File: config.mk
export PLATFORM = sky130hd
export DESIGN_NAME = keypad_calculator_controller_flat
export DESIGN_NICKNAME = d
export VERILOG_FILES = /design/src/sv/kcc_pkg.sv /design/src/sv/kcc_key_if.sv /design/src/sv/kcc_res_if.sv /design/src/sv/kcc_div.sv /design/src/sv/kcc_dp.sv /design/src/sv/kcc_ctrl.sv /design/src/sv/keypad_calculator_controller.sv /design/src/flat_wrapper.sv
export VERILOG_INCLUDE_DIRS = /design/src /design/src/sv
export SDC_FILE = /design/constraint.sdc
export NUM_CORES = 2
export LEC_CHECK = 0
export BUFFER_PORTS_ARGS = -buffer_cell sky130_fd_sc_hd__buf_2
export CAP_MARGIN = 20
export CORE_AREA = 2 2 316 318
export CTS_CLUSTER_SIZE = 12
export DETAILED_ROUTE_END_ITERATION = 6
export DIE_AREA = 0 0 318 320
export PLACE_DENSITY = 0.46
export REMOVE_ABC_BUFFERS = 1
export SYNTH_ARGS = -nofsm -noshare
export SYNTH_HDL_FRONTEND = slang
export SYNTH_HIERARCHICAL = 1
export SYNTH_SLANG_ARGS = --single-unit
File: constraint.sdc
create_clock -name clk -period 12.37 [get_ports clk]
set_input_delay 0.6185 -clock clk [delete_from_list [all_inputs] [get_ports clk]]
set_output_delay 0.6185 -clock clk [all_outputs]
set_load 0.02 [all_outputs]
File: src/sv/keypad_calculator_controller_assert.svh
// assertion macros for the keypad calculator controller
// expects clk and rst_n in the scope of each use
`ifndef KEYPAD_CALCULATOR_CONTROLLER_ASSERT_SVH
`define KEYPAD_CALCULATOR_CONTROLLER_ASSERT_SVH

// same-cycle implication
`define KCC_ASSERT_IMP(name, ante, cons, msg) \
  name: assert property (@(posedge clk) disable iff (!rst_n) (ante) |-> (cons)) \
    else $error(msg);

// next-cycle implication
`define KCC_ASSERT_NXT(name, ante, cons, msg) \
  name: assert property (@(posedge clk) disable iff (!rst_n) (ante) |=> (cons)) \
    else $error(msg);

`endif

File: src/sv/kcc_pkg.sv
// types and constants of the keypad calculator controller
// no dependencies
package kcc_pkg;

  localparam int OPND_W   = 30;
  localparam int RES_W    = 32;
  localparam int KEY_W    = 8;
  localparam int CFG_W    = 4;
  localparam int DIV_STEPS = OPND_W;
  localparam int DCNT_W   = $clog2(DIV_STEPS + 1);

  localparam logic [CFG_W-1:0] DIGITS_RESET = 4'd5;
  localparam logic [CFG_W-1:0] DIGITS_MIN   = 4'd1;
  localparam logic [CFG_W-1:0] DIGITS_MAX   = 4'd9;

  localparam logic [KEY_W-1:0] KEY_PLUS  = 8'h2B;
  localparam logic [KEY_W-1:0] KEY_MINUS = 8'h2D;
  localparam logic [KEY_W-1:0] KEY_STAR  = 8'h2A;
  localparam logic [KEY_W-1:0] KEY_SLASH = 8'h2F;
  localparam logic [KEY_W-1:0] KEY_EQUAL = 8'h3D;
  localparam logic [KEY_W-1:0] KEY_RESET = 8'h72;
  localparam logic [KEY_W-1:0] KEY_0     = 8'h30;
  localparam logic [KEY_W-1:0] KEY_9     = 8'h39;

  typedef enum logic [1:0] {
    KIND_IGNORED = 2'd0,
    KIND_ECHO    = 2'd1,
    KIND_RESULT  = 2'd2,
    KIND_CLEAR   = 2'd3
  } kind_t;

  typedef enum logic [1:0] {
    OP_ADD = 2'd0,
    OP_SUB = 2'd1,
    OP_MUL = 2'd2,
    OP_DIV = 2'd3
  } op_t;

  typedef enum logic [2:0] {
    KC_DIGIT,
    KC_OP,
    KC_EQ,
    KC_RST,
    KC_OTHER
  } key_class_t;

  typedef enum logic [1:0] {
    S_IDLE,
    S_DECODE,
    S_DIV,
    S_EMIT
  } state_t;

  typedef struct packed {
    logic  load_key;
    logic  acc_first;
    logic  acc_second;
    logic  latch_op;
    logic  eq_start;
    logic  div_step;
    logic  clear_all;
    logic  res_load;
    kind_t res_kind;
  } cmd_t;

  typedef struct packed {
    key_class_t key_class;
    logic       first_complete;
    logic       operator_latched;
    logic       second_complete;
    logic       showing_result;
    op_t        op_code;
    logic       div_done;
  } st_t;

endpackage

File: src/sv/kcc_key_if.sv
// key request channel of the keypad calculator controller
// depends on kcc_pkg
interface kcc_key_if;
  logic                       valid;
  logic                       ready;
  logic [kcc_pkg::KEY_W-1:0]  key_code;

  modport source (output valid, output key_code, input ready);
  modport sink (input valid, input key_code, output ready);
endinterface

File: src/sv/kcc_res_if.sv
// result request channel of the keypad calculator controller
// depends on kcc_pkg
interface kcc_res_if;
  logic                             valid;
  logic                             ready;
  logic [1:0]                       out_kind;
  logic [kcc_pkg::KEY_W-1:0]        echo_char;
  logic signed [kcc_pkg::RES_W-1:0] result_value;
  logic                             div_by_zero;

  modport source (output valid, output out_kind, output echo_char, output result_value,
                  output div_by_zero, input ready);
  modport sink (input valid, input out_kind, input echo_char, input result_value,
                input div_by_zero, output ready);
endinterface

File: src/sv/kcc_div.sv
// restoring divider, one quotient bit per cycle while step is held
// depends on kcc_pkg
module kcc_div (
  input  logic                         clk,
  input  logic                         rst_n,
  input  logic                         start,
  input  logic                         step,
  input  logic [kcc_pkg::OPND_W-1:0]   dividend,
  input  logic [kcc_pkg::OPND_W-1:0]   divisor,
  output logic [kcc_pkg::OPND_W-1:0]   quotient,
  output logic                         done
);

  logic [kcc_pkg::OPND_W-1:0]  rem_r, rem_nxt;
  logic [kcc_pkg::OPND_W-1:0]  quo_r, quo_nxt;
  logic [kcc_pkg::DCNT_W-1:0]  cnt_r, cnt_nxt;
  logic [kcc_pkg::OPND_W:0]    shifted;
  logic [kcc_pkg::OPND_W+1:0]  diff;

  always_comb begin
    shifted = {rem_r, quo_r[kcc_pkg::OPND_W-1]};
    diff    = {1'b0, shifted} - {2'b00, divisor};
    rem_nxt = rem_r;
    quo_nxt = quo_r;
    cnt_nxt = cnt_r;
    if (start) begin
      rem_nxt = '0;
      quo_nxt = dividend;
      cnt_nxt = '0;
    end else if (step) begin
      if (diff[kcc_pkg::OPND_W+1]) begin
        rem_nxt = shifted[kcc_pkg::OPND_W-1:0];
        quo_nxt = {quo_r[kcc_pkg::OPND_W-2:0], 1'b0};
      end else begin
        rem_nxt = diff[kcc_pkg::OPND_W-1:0];
        quo_nxt = {quo_r[kcc_pkg::OPND_W-2:0], 1'b1};
      end
      cnt_nxt = cnt_r + 1'b1;
    end
  end

  always_ff @(posedge clk) begin
    if (!rst_n) begin
      cnt_r <= '0;
    end else begin
      cnt_r <= cnt_nxt;
    end
  end

  always_ff @(posedge clk) begin
    rem_r <= rem_nxt;
    quo_r <= quo_nxt;
  end

  assign quotient = quo_r;
  assign done     = (cnt_r == kcc_pkg::DCNT_W'(kcc_pkg::DIV_STEPS));

endmodule

File: src/sv/kcc_dp.sv
// datapath: operand entry, flags, arithmetic and the output register
// depends on kcc_pkg and kcc_div
module kcc_dp (
  input  logic                              clk,
  input  logic                              rst_n,
  input  logic                              cfg_we,
  input  logic [kcc_pkg::CFG_W-1:0]         cfg_wdata,
  input  logic [kcc_pkg::KEY_W-1:0]         key_code,
  input  kcc_pkg::cmd_t                     cmd,
  output kcc_pkg::st_t                      st,
  output logic [1:0]                        out_kind,
  output logic [kcc_pkg::KEY_W-1:0]         echo_char,
  output logic signed [kcc_pkg::RES_W-1:0]  result_value,
  output logic                              div_by_zero
);

  localparam int OW = kcc_pkg::OPND_W;
  localparam int RW = kcc_pkg::RES_W;
  localparam int CW = kcc_pkg::CFG_W;

  logic [CW-1:0]                max_digits_r;
  logic [kcc_pkg::KEY_W-1:0]    key_r;
  logic [OW-1:0]                first_r, first_nxt;
  logic [OW-1:0]                second_r, second_nxt;
  logic [CW-1:0]                fcnt_r, fcnt_nxt;
  logic [CW-1:0]                scnt_r, scnt_nxt;
  kcc_pkg::op_t                 op_r, op_nxt;
  logic                         fcomp_r, fcomp_nxt;
  logic                         latched_r, latched_nxt;
  logic                         scomp_r, scomp_nxt;
  logic                         showing_r, showing_nxt;
  logic [RW-1:0]                arith_r, arith_nxt;
  logic [1:0]                   kind_r;
  logic [kcc_pkg::KEY_W-1:0]    echo_r;
  logic [RW-1:0]                value_r, value_nxt;
  logic                         dz_r;

  logic [CW-1:0]                lim;
  logic [CW-1:0]                digit;
  logic [OW+3:0]                first_acc;
  logic [OW+3:0]                second_acc;
  logic [CW-1:0]                fcnt_inc;
  logic [CW-1:0]                scnt_inc;
  logic [2*OW-1:0]              prod;
  logic                         dz;
  logic [OW-1:0]                quotient;
  logic                         div_done;
  kcc_pkg::key_class_t          key_class;
  kcc_pkg::op_t                 key_op;

  kcc_div u_div (
    .clk      (clk),
    .rst_n    (rst_n),
    .start    (cmd.eq_start),
    .step     (cmd.div_step),
    .dividend (first_r),
    .divisor  (second_r),
    .quotient (quotient),
    .done     (div_done)
  );

  always_comb begin
    priority if (max_digits_r < kcc_pkg::DIGITS_MIN) lim = kcc_pkg::DIGITS_MIN;
    else if (max_digits_r > kcc_pkg::DIGITS_MAX) lim = kcc_pkg::DIGITS_MAX;
    else lim = max_digits_r;
  end

  always_comb begin
    priority if (key_r >= kcc_pkg::KEY_0 && key_r <= kcc_pkg::KEY_9) begin
      key_class = kcc_pkg::KC_DIGIT;
    end else if (key_r == kcc_pkg::KEY_PLUS || key_r == kcc_pkg::KEY_MINUS ||
                 key_r == kcc_pkg::KEY_STAR || key_r == kcc_pkg::KEY_SLASH) begin
      key_class = kcc_pkg::KC_OP;
    end else if (key_r == kcc_pkg::KEY_EQUAL) begin
      key_class = kcc_pkg::KC_EQ;
    end else if (key_r == kcc_pkg::KEY_RESET) begin
      key_class = kcc_pkg::KC_RST;
    end else begin
      key_class = kcc_pkg::KC_OTHER;
    end
    priority if (key_r == kcc_pkg::KEY_PLUS) key_op = kcc_pkg::OP_ADD;
    else if (key_r == kcc_pkg::KEY_MINUS) key_op = kcc_pkg::OP_SUB;
    else if (key_r == kcc_pkg::KEY_STAR) key_op = kcc_pkg::OP_MUL;
    else key_op = kcc_pkg::OP_DIV;
  end

  always_comb begin
    digit      = CW'(key_r - kcc_pkg::KEY_0);
    first_acc  = (OW+4)'(first_r) * (OW+4)'(10) + (OW+4)'(digit);
    second_acc = (OW+4)'(second_r) * (OW+4)'(10) + (OW+4)'(digit);
    fcnt_inc   = fcnt_r + 1'b1;
    scnt_inc   = scnt_r + 1'b1;
    prod       = (2*OW)'(first_r) * (2*OW)'(second_r);
    dz         = (op_r == kcc_pkg::OP_DIV) && (second_r == '0);

    first_nxt   = first_r;
    second_nxt  = second_r;
    fcnt_nxt    = fcnt_r;
    scnt_nxt    = scnt_r;
    op_nxt      = op_r;
    fcomp_nxt   = fcomp_r;
    latched_nxt = latched_r;
    scomp_nxt   = scomp_r;
    showing_nxt = showing_r;
    priority if (cmd.clear_all) begin
      first_nxt   = '0;
      second_nxt  = '0;
      fcnt_nxt    = '0;
      scnt_nxt    = '0;
      op_nxt      = kcc_pkg::OP_ADD;
      fcomp_nxt   = 1'b0;
      latched_nxt = 1'b0;
      scomp_nxt   = 1'b0;
      showing_nxt = 1'b0;
    end else if (cmd.acc_first) begin
      first_nxt = first_acc[OW-1:0];
      fcnt_nxt  = fcnt_inc;
      if (fcnt_inc >= lim) fcomp_nxt = 1'b1;
    end else if (cmd.acc_second) begin
      second_nxt = second_acc[OW-1:0];
      scnt_nxt   = scnt_inc;
      if (scnt_inc >= lim) scomp_nxt = 1'b1;
    end else if (cmd.latch_op) begin
      op_nxt      = key_op;
      latched_nxt = 1'b1;
      fcomp_nxt   = 1'b1;
    end else if (cmd.eq_start) begin
      scomp_nxt   = 1'b1;
      showing_nxt = 1'b1;
    end else begin
      showing_nxt = showing_r;
    end

    unique case (op_r)
      kcc_pkg::OP_ADD: arith_nxt = RW'(first_r) + RW'(second_r);
      kcc_pkg::OP_SUB: arith_nxt = RW'(first_r) - RW'(second_r);
      kcc_pkg::OP_MUL: arith_nxt = prod[RW-1:0];
      default:         arith_nxt = '0;
    endcase

    if (op_r == kcc_pkg::OP_DIV) begin
      value_nxt = dz ? '0 : RW'(quotient);
    end else begin
      value_nxt = arith_r;
    end
  end

  always_ff @(posedge clk) begin
    if (!rst_n) begin
      max_digits_r <= kcc_pkg::DIGITS_RESET;
      first_r      <= '0;
      second_r     <= '0;
      fcnt_r       <= '0;
      scnt_r       <= '0;
      op_r         <= kcc_pkg::OP_ADD;
      fcomp_r      <= 1'b0;
      latched_r    <= 1'b0;
      scomp_r      <= 1'b0;
      showing_r    <= 1'b0;
    end else begin
      if (cfg_we) max_digits_r <= cfg_wdata;
      first_r   <= first_nxt;
      second_r  <= second_nxt;
      fcnt_r    <= fcnt_nxt;
      scnt_r    <= scnt_nxt;
      op_r      <= op_nxt;
      fcomp_r   <= fcomp_nxt;
      latched_r <= latched_nxt;
      scomp_r   <= scomp_nxt;
      showing_r <= showing_nxt;
    end
  end

  always_ff @(posedge clk) begin
    if (cmd.load_key) key_r <= key_code;
    if (cmd.eq_start) arith_r <= arith_nxt;
    if (cmd.res_load) begin
      kind_r  <= cmd.res_kind;
      echo_r  <= (cmd.res_kind == kcc_pkg::KIND_ECHO) ? key_r : '0;
      value_r <= (cmd.res_kind == kcc_pkg::KIND_RESULT) ? value_nxt : '0;
      dz_r    <= (cmd.res_kind == kcc_pkg::KIND_RESULT) && dz;
    end
  end

  always_comb begin
    st.key_class        = key_class;
    st.first_complete   = fcomp_r;
    st.operator_latched = latched_r;
    st.second_complete  = scomp_r;
    st.showing_result   = showing_r;
    st.op_code          = op_r;
    st.div_done         = div_done;
  end

  assign out_kind     = kind_r;
  assign echo_char    = echo_r;
  assign result_value = value_r;
  assign div_by_zero  = dz_r;

endmodule

File: src/sv/kcc_ctrl.sv
// controller state machine: request handshakes and datapath sequencing
// depends on kcc_pkg
module kcc_ctrl (
  input  logic           clk,
  input  logic           rst_n,
  input  logic           in_valid,
  output logic           in_ready,
  output logic           out_valid,
  input  logic           out_ready,
  input  kcc_pkg::st_t   st,
  output kcc_pkg::cmd_t  cmd
);

  kcc_pkg::state_t state_r, state_nxt;
  logic            out_valid_r, out_valid_nxt;
  logic            slot_free;

  always_comb begin
    cmd       = '0;
    state_nxt = state_r;
    in_ready  = 1'b0;
    slot_free = !out_valid_r || out_ready;
    unique case (state_r)
      kcc_pkg::S_IDLE: begin
        in_ready = 1'b1;
        if (in_valid) begin
          cmd.load_key = 1'b1;
          state_nxt    = kcc_pkg::S_DECODE;
        end
      end
      kcc_pkg::S_DECODE: begin
        if (slot_free) begin
          state_nxt    = kcc_pkg::S_IDLE;
          cmd.res_load = 1'b1;
          cmd.res_kind = kcc_pkg::KIND_IGNORED;
          priority if (st.showing_result) begin
            if (st.key_class == kcc_pkg::KC_RST) begin
              cmd.clear_all = 1'b1;
              cmd.res_kind  = kcc_pkg::KIND_CLEAR;
            end
          end else if (st.key_class == kcc_pkg::KC_DIGIT) begin
            if (!st.first_complete) begin
              cmd.acc_first = 1'b1;
              cmd.res_kind  = kcc_pkg::KIND_ECHO;
            end else if (st.operator_latched && !st.second_complete) begin
              cmd.acc_second = 1'b1;
              cmd.res_kind   = kcc_pkg::KIND_ECHO;
            end
          end else if (st.key_class == kcc_pkg::KC_OP) begin
            if (!st.operator_latched) begin
              cmd.latch_op = 1'b1;
              cmd.res_kind = kcc_pkg::KIND_ECHO;
            end
          end else if (st.key_class == kcc_pkg::KC_EQ && st.first_complete &&
                       st.operator_latched) begin
            cmd.res_load = 1'b0;
            cmd.eq_start = 1'b1;
            state_nxt    = (st.op_code == kcc_pkg::OP_DIV) ? kcc_pkg::S_DIV
                                                           : kcc_pkg::S_EMIT;
          end else begin
            cmd.res_kind = kcc_pkg::KIND_IGNORED;
          end
        end
      end
      kcc_pkg::S_DIV: begin
        if (st.div_done) begin
          state_nxt = kcc_pkg::S_EMIT;
        end else begin
          cmd.div_step = 1'b1;
        end
      end
      kcc_pkg::S_EMIT: begin
        if (slot_free) begin
          cmd.res_load = 1'b1;
          cmd.res_kind = kcc_pkg::KIND_RESULT;
          state_nxt    = kcc_pkg::S_IDLE;
        end
      end
      default: begin
        state_nxt = kcc_pkg::S_IDLE;
      end
    endcase

    priority if (cmd.res_load) out_valid_nxt = 1'b1;
    else if (out_ready) out_valid_nxt = 1'b0;
    else out_valid_nxt = out_valid_r;
  end

  always_ff @(posedge clk) begin
    if (!rst_n) begin
      state_r     <= kcc_pkg::S_IDLE;
      out_valid_r <= 1'b0;
    end else begin
      state_r     <= state_nxt;
      out_valid_r <= out_valid_nxt;
    end
  end

  assign out_valid = out_valid_r;

endmodule

File: src/sv/keypad_calculator_controller.sv
// keypad calculator controller: a key request is taken in IDLE and decoded in DECODE, where
// its result is loaded into the output register, and only then is the next key taken; '='
// with + - * goes through DECODE and EMIT, '/' through DECODE, DIV and EMIT, the restoring
// divider retiring one quotient bit per cycle in DIV; a stalled result holds the next key;
// rst_n is synchronous, active low: clears operands, flags and output valid, max_digits
// to 5; depends on kcc_pkg, the interfaces, kcc_ctrl and kcc_dp
`include "keypad_calculator_controller_assert.svh"

module keypad_calculator_controller (
  input  logic                         clk,
  input  logic                         rst_n,
  kcc_key_if.sink                      in_ch,
  kcc_res_if.source                    out_ch,
  input  logic                         cfg_we,
  input  logic [kcc_pkg::CFG_W-1:0]    cfg_wdata
);

  kcc_pkg::cmd_t cmd;
  kcc_pkg::st_t  st;

  kcc_ctrl u_ctrl (
    .clk       (clk),
    .rst_n     (rst_n),
    .in_valid  (in_ch.valid),
    .in_ready  (in_ch.ready),
    .out_valid (out_ch.valid),
    .out_ready (out_ch.ready),
    .st        (st),
    .cmd       (cmd)
  );

  kcc_dp u_dp (
    .clk          (clk),
    .rst_n        (rst_n),
    .cfg_we       (cfg_we),
    .cfg_wdata    (cfg_wdata),
    .key_code     (in_ch.key_code),
    .cmd          (cmd),
    .st           (st),
    .out_kind     (out_ch.out_kind),
    .echo_char    (out_ch.echo_char),
    .result_value (out_ch.result_value),
    .div_by_zero  (out_ch.div_by_zero)
  );

  // output register is only reloaded once its request has left
  `KCC_ASSERT_IMP(a_load_slot, cmd.res_load, !out_ch.valid || out_ch.ready,
                  "result overwritten")
  // a zero divisor always goes out as a result of zero
  `KCC_ASSERT_IMP(a_dz_zero, out_ch.valid && out_ch.div_by_zero,
                  out_ch.out_kind == kcc_pkg::KIND_RESULT && out_ch.result_value == 0,
                  "bad div by zero result")
  // an equals key locks the calculator until reset key
  `KCC_ASSERT_NXT(a_eq_locks, cmd.eq_start, st.showing_result && st.second_complete,
                  "equals did not lock")
  // results only leave while the calculator is locked
  `KCC_ASSERT_IMP(a_res_locked, out_ch.valid && out_ch.out_kind == kcc_pkg::KIND_RESULT,
                  st.showing_result, "result while entering operands")

endmodule

File: src/flat_wrapper.sv
// flat-port wrapper written by rule: the top's interface ports become plain ports
module keypad_calculator_controller_flat 
  (clk, rst_n, cfg_we, cfg_wdata, in_ch_valid, in_ch_key_code, in_ch_ready, out_ch_valid, out_ch_out_kind, out_ch_echo_char, out_ch_result_value, out_ch_div_by_zero, out_ch_ready);
  kcc_key_if in_ch_i ();
  kcc_res_if out_ch_i ();
  input  logic clk;
  input  logic rst_n;
  input  logic cfg_we;
  input  logic [kcc_pkg::CFG_W-1:0] cfg_wdata;
  input wire logic [$bits(in_ch_i.valid)-1:0] in_ch_valid;
  input wire logic [$bits(in_ch_i.key_code)-1:0] in_ch_key_code;
  output wire logic [$bits(in_ch_i.ready)-1:0] in_ch_ready;
  output wire logic [$bits(out_ch_i.valid)-1:0] out_ch_valid;
  output wire logic [$bits(out_ch_i.out_kind)-1:0] out_ch_out_kind;
  output wire logic [$bits(out_ch_i.echo_char)-1:0] out_ch_echo_char;
  output wire logic [$bits(out_ch_i.result_value)-1:0] out_ch_result_value;
  output wire logic [$bits(out_ch_i.div_by_zero)-1:0] out_ch_div_by_zero;
  input wire logic [$bits(out_ch_i.ready)-1:0] out_ch_ready;
  assign in_ch_i.valid = in_ch_valid;
  assign in_ch_i.key_code = in_ch_key_code;
  assign in_ch_ready = in_ch_i.ready;
  assign out_ch_valid = out_ch_i.valid;
  assign out_ch_out_kind = out_ch_i.out_kind;
  assign out_ch_echo_char = out_ch_i.echo_char;
  assign out_ch_result_value = out_ch_i.result_value;
  assign out_ch_div_by_zero = out_ch_i.div_by_zero;
  assign out_ch_i.ready = out_ch_ready;
  keypad_calculator_controller u_core (.clk(clk), .rst_n(rst_n), .in_ch(in_ch_i), .out_ch(out_ch_i), .cfg_we(cfg_we), .cfg_wdata(cfg_wdata));
endmodule
==> flow_metrics.tcl <==
set metrics [dict create \
    status "complete, no violations" \
    die_y_um 320 \
    finalInstanceArea_um2 37200 \
    synth_ff_type "dfxtp_1" \
    cpPeakStageDelay_ns 0.93 \
    overflow 0 \
    grt_busiest_layer "met2" \
    netlist_top_cells_area "fa_1 24%, ha_1 12%, edfxtp_1 9.9%" \
    synthTopCellsByCount "589 x inv_1, 415 x fa_1, 349 x nand2_1" \
    drv_slew 0 \
    cts_max_path_buffers 3 \
    period_share_pct 66.8 \
    vdd_drop_max_mv 0.0677 \
    multi_input_area_um2 25600 \
    wl_mm 115 \
    grt_pass1_vias 28300 \
    yosys.area.top_type "fa_1" \
    min_path_type "input pin to flop" \
    fin_tns_setup_ns 0 \
    hpwl_mm 86.2 \
    placed_area_um2 36100 \
    finalSetupViolations 0 \
    drive_gt1_share_pct 6.90 \
    use_met2_pct 38.7 \
    synthCells 3904 \
    cp_max_fo 21 \
    ant_nets 0 \
    seqCellArea_um2 5720 \
    endpoint_kind "flop" \
    hold_ws_ns 0.243 \
    syn2layout_area_growth_pct 8.57 \
    io_buffers 61 \
    clkLatencyLatePin_ns 0.58 \
    drc 0 \
    ioPinCount 62 \
    clock-root-buffer "clkbuf_16" \
    fmax_mhz 121 \
    synth_warnings 6 \
    cp_data_required_time_ns 12.63 \
    clkTransAtPathRegs_ns 0.05 \
    grt_start_max_net_pins 62 \
    final_cells 5203 \
    power.total_mw 1.93 \
    n_fill_cell 9980 \
    rsz0062_at_grt "false" \
    grt_antenna_before_repair 7 \
    gp_congestion 0.893 \
    met3_usage_pct 2.21 \
    cp_data_arrival_time_ns 8.52 \
    hold_violations 0 \
    die_width_um 318 \
    post-synth-top-count-cell "inv_1" \
    drt_iter0_markers 1846 \
    htree_levels 2 \
    pwr_density_cell_nw_per_um2 51.7 \
    nets 4648 \
    final.setup_skew_ns 0.0300 \
    setup.worst_path.class "flop to flop" \
    grt_use_total_pct 22.8 \
    met1_usage_pct 31.3 \
    synthDistinctLibCells 107 \
    synth.ff_latch_count 229 \
    hold_buffers 0 \
    period_minus_slack_ns 8.26 \
    setup_slack_ns 4.11 \
    dieArea_um2 102000 \
    synth_area_um2 34300 \
    core_um2 98000 \
    maxCapViolations 0 \
    cts.sinks 229 \
    synth.avg_cell_area_um2 8.78 \
    start_util_pct 35.0 \
    slew_headroom_pct 27.0 \
    post_drt_wl_per_cell_um 22.0 \
    cts_setup_buffers 0 \
    start_kind "flop" \
    cts_inserted_buffers 34 \
    fp-row-count 115 \
    slowest_stage "o311ai_0" \
    cts_resized 0 \
    leakagePower_nw 16.7 \
    dp_cells 5138 \
    worst_pin_slew_ns 1.08 \
    grt_pass1_wl_mm 177 \
    cts_tree "yes" \
    async_flop_share_pct 0 \
    num_vias 27300 \
    utilization_pct 38.0 \
    first_pass_iters 5 \
    synth_top_area_share_pct 24.2 \
    synth_enable_flop_cells 113 \
    viasPerCell 5.25 \
    place_ws_ns 4.18 \
    synth_seq_area_share_pct 16.7 \
]
cells in the final DEF, fill, tap and decap left out, types with 64 or more instances in the layout:
cell	count
dfxtp_1	113
inv_1	589
a211oi_1	64
buf_4	73
edfxtp_1	113
o21ai_0	121
a21oi_1	151
nand2_1	349
and2_1	261
ha_1	328
xnor2_1	142
nor2_1	250
xor2_1	91
fa_1	415
final timing paths:
path	start	end	slack [ns]	cells past startpoint
worst min register to register	u_core/u_dp/scomp_r	u_core/u_dp/scomp_r	0.47	2
worst min-delay path	in_ch_key_code[2]	u_core/u_dp/key_r[2]	0.24	1
worst max-delay path	u_core/u_dp/first_r[5]	u_core/u_dp/arith_r[19]	4.11	26
worst max register to register	u_core/u_dp/first_r[5]	u_core/u_dp/arith_r[19]	4.11	26
final cells by class:
type,instances,share of cell area (%)
clock buffer,44,2.51
multi-input combinational,2897,68.9
inverter,590,5.95
sequential,229,15.4
antenna,3,0.0202
timing repair buffer,136,2.41
tap,1287,4.33
clock inverter,17,0.528
critical path, delay by kind of cell (launching register included):
kind | cells | cell delay, ns
AOI/OAI and AO/OA | 7 | 2.25
xor gates and xnor gates | 1 | 0.32
adders and majority gates | 10 | 3.93
buffers and inverters | 8 | 1.06
DFF | 1 | 0.35
layer usage:
layer	vias up	routed length, um
li1	12800	-
met4	0	2740
met1	13700	52700
met5	-	0
met3	123	4840
met2	612	54400
power breakdown:
part	switching [mW]	internal, mW
clock network	0.404	0.600
logic	0.0714	0.0340
registers	0.0115	0.806
total	0.487	1.44
sequential cells by signal, summed over array words and instances (netlist names), 4 cells and up, named ones only:
name                        count
u_core/u_dp/arith_r            32
u_core/u_dp/key_r               8
u_core/u_dp/max_digits_r        4
u_core/u_dp/result_value       32
u_core/u_dp/echo_char           8
u_core/u_dp/second_r           30
u_core/u_dp/u_div/rem_r        30
u_core/u_dp/u_div/quotient     30
u_core/u_dp/u_div/cnt_r         5
u_core/u_dp/fcnt_r              4
u_core/u_dp/first_r            30
u_core/u_dp/scnt_r              4
kinds of logic (layout without fill, tap and decap cells):
| family | Yosys count | in the layout | share of synthesized area [%] |
|---|---|---|---|
| AND/OR/NAND/NOR | 1170 | 1170 | 17.1 |
| buffers and inverters | 778 | 787 | 8.69 |
| adder cells (fa/ha/maj) | 743 | 743 | 36.2 |
| AO/OA/AOI/OAI | 679 | 679 | 13.2 |
| XOR/XNOR | 233 | 233 | 5.95 |
| flip-flops | 229 | 229 | 16.7 |
| multiplexers | 72 | 72 | 2.23 |
| other | 0 | 3 | 0 |
(Power assumes the default switching activity.)
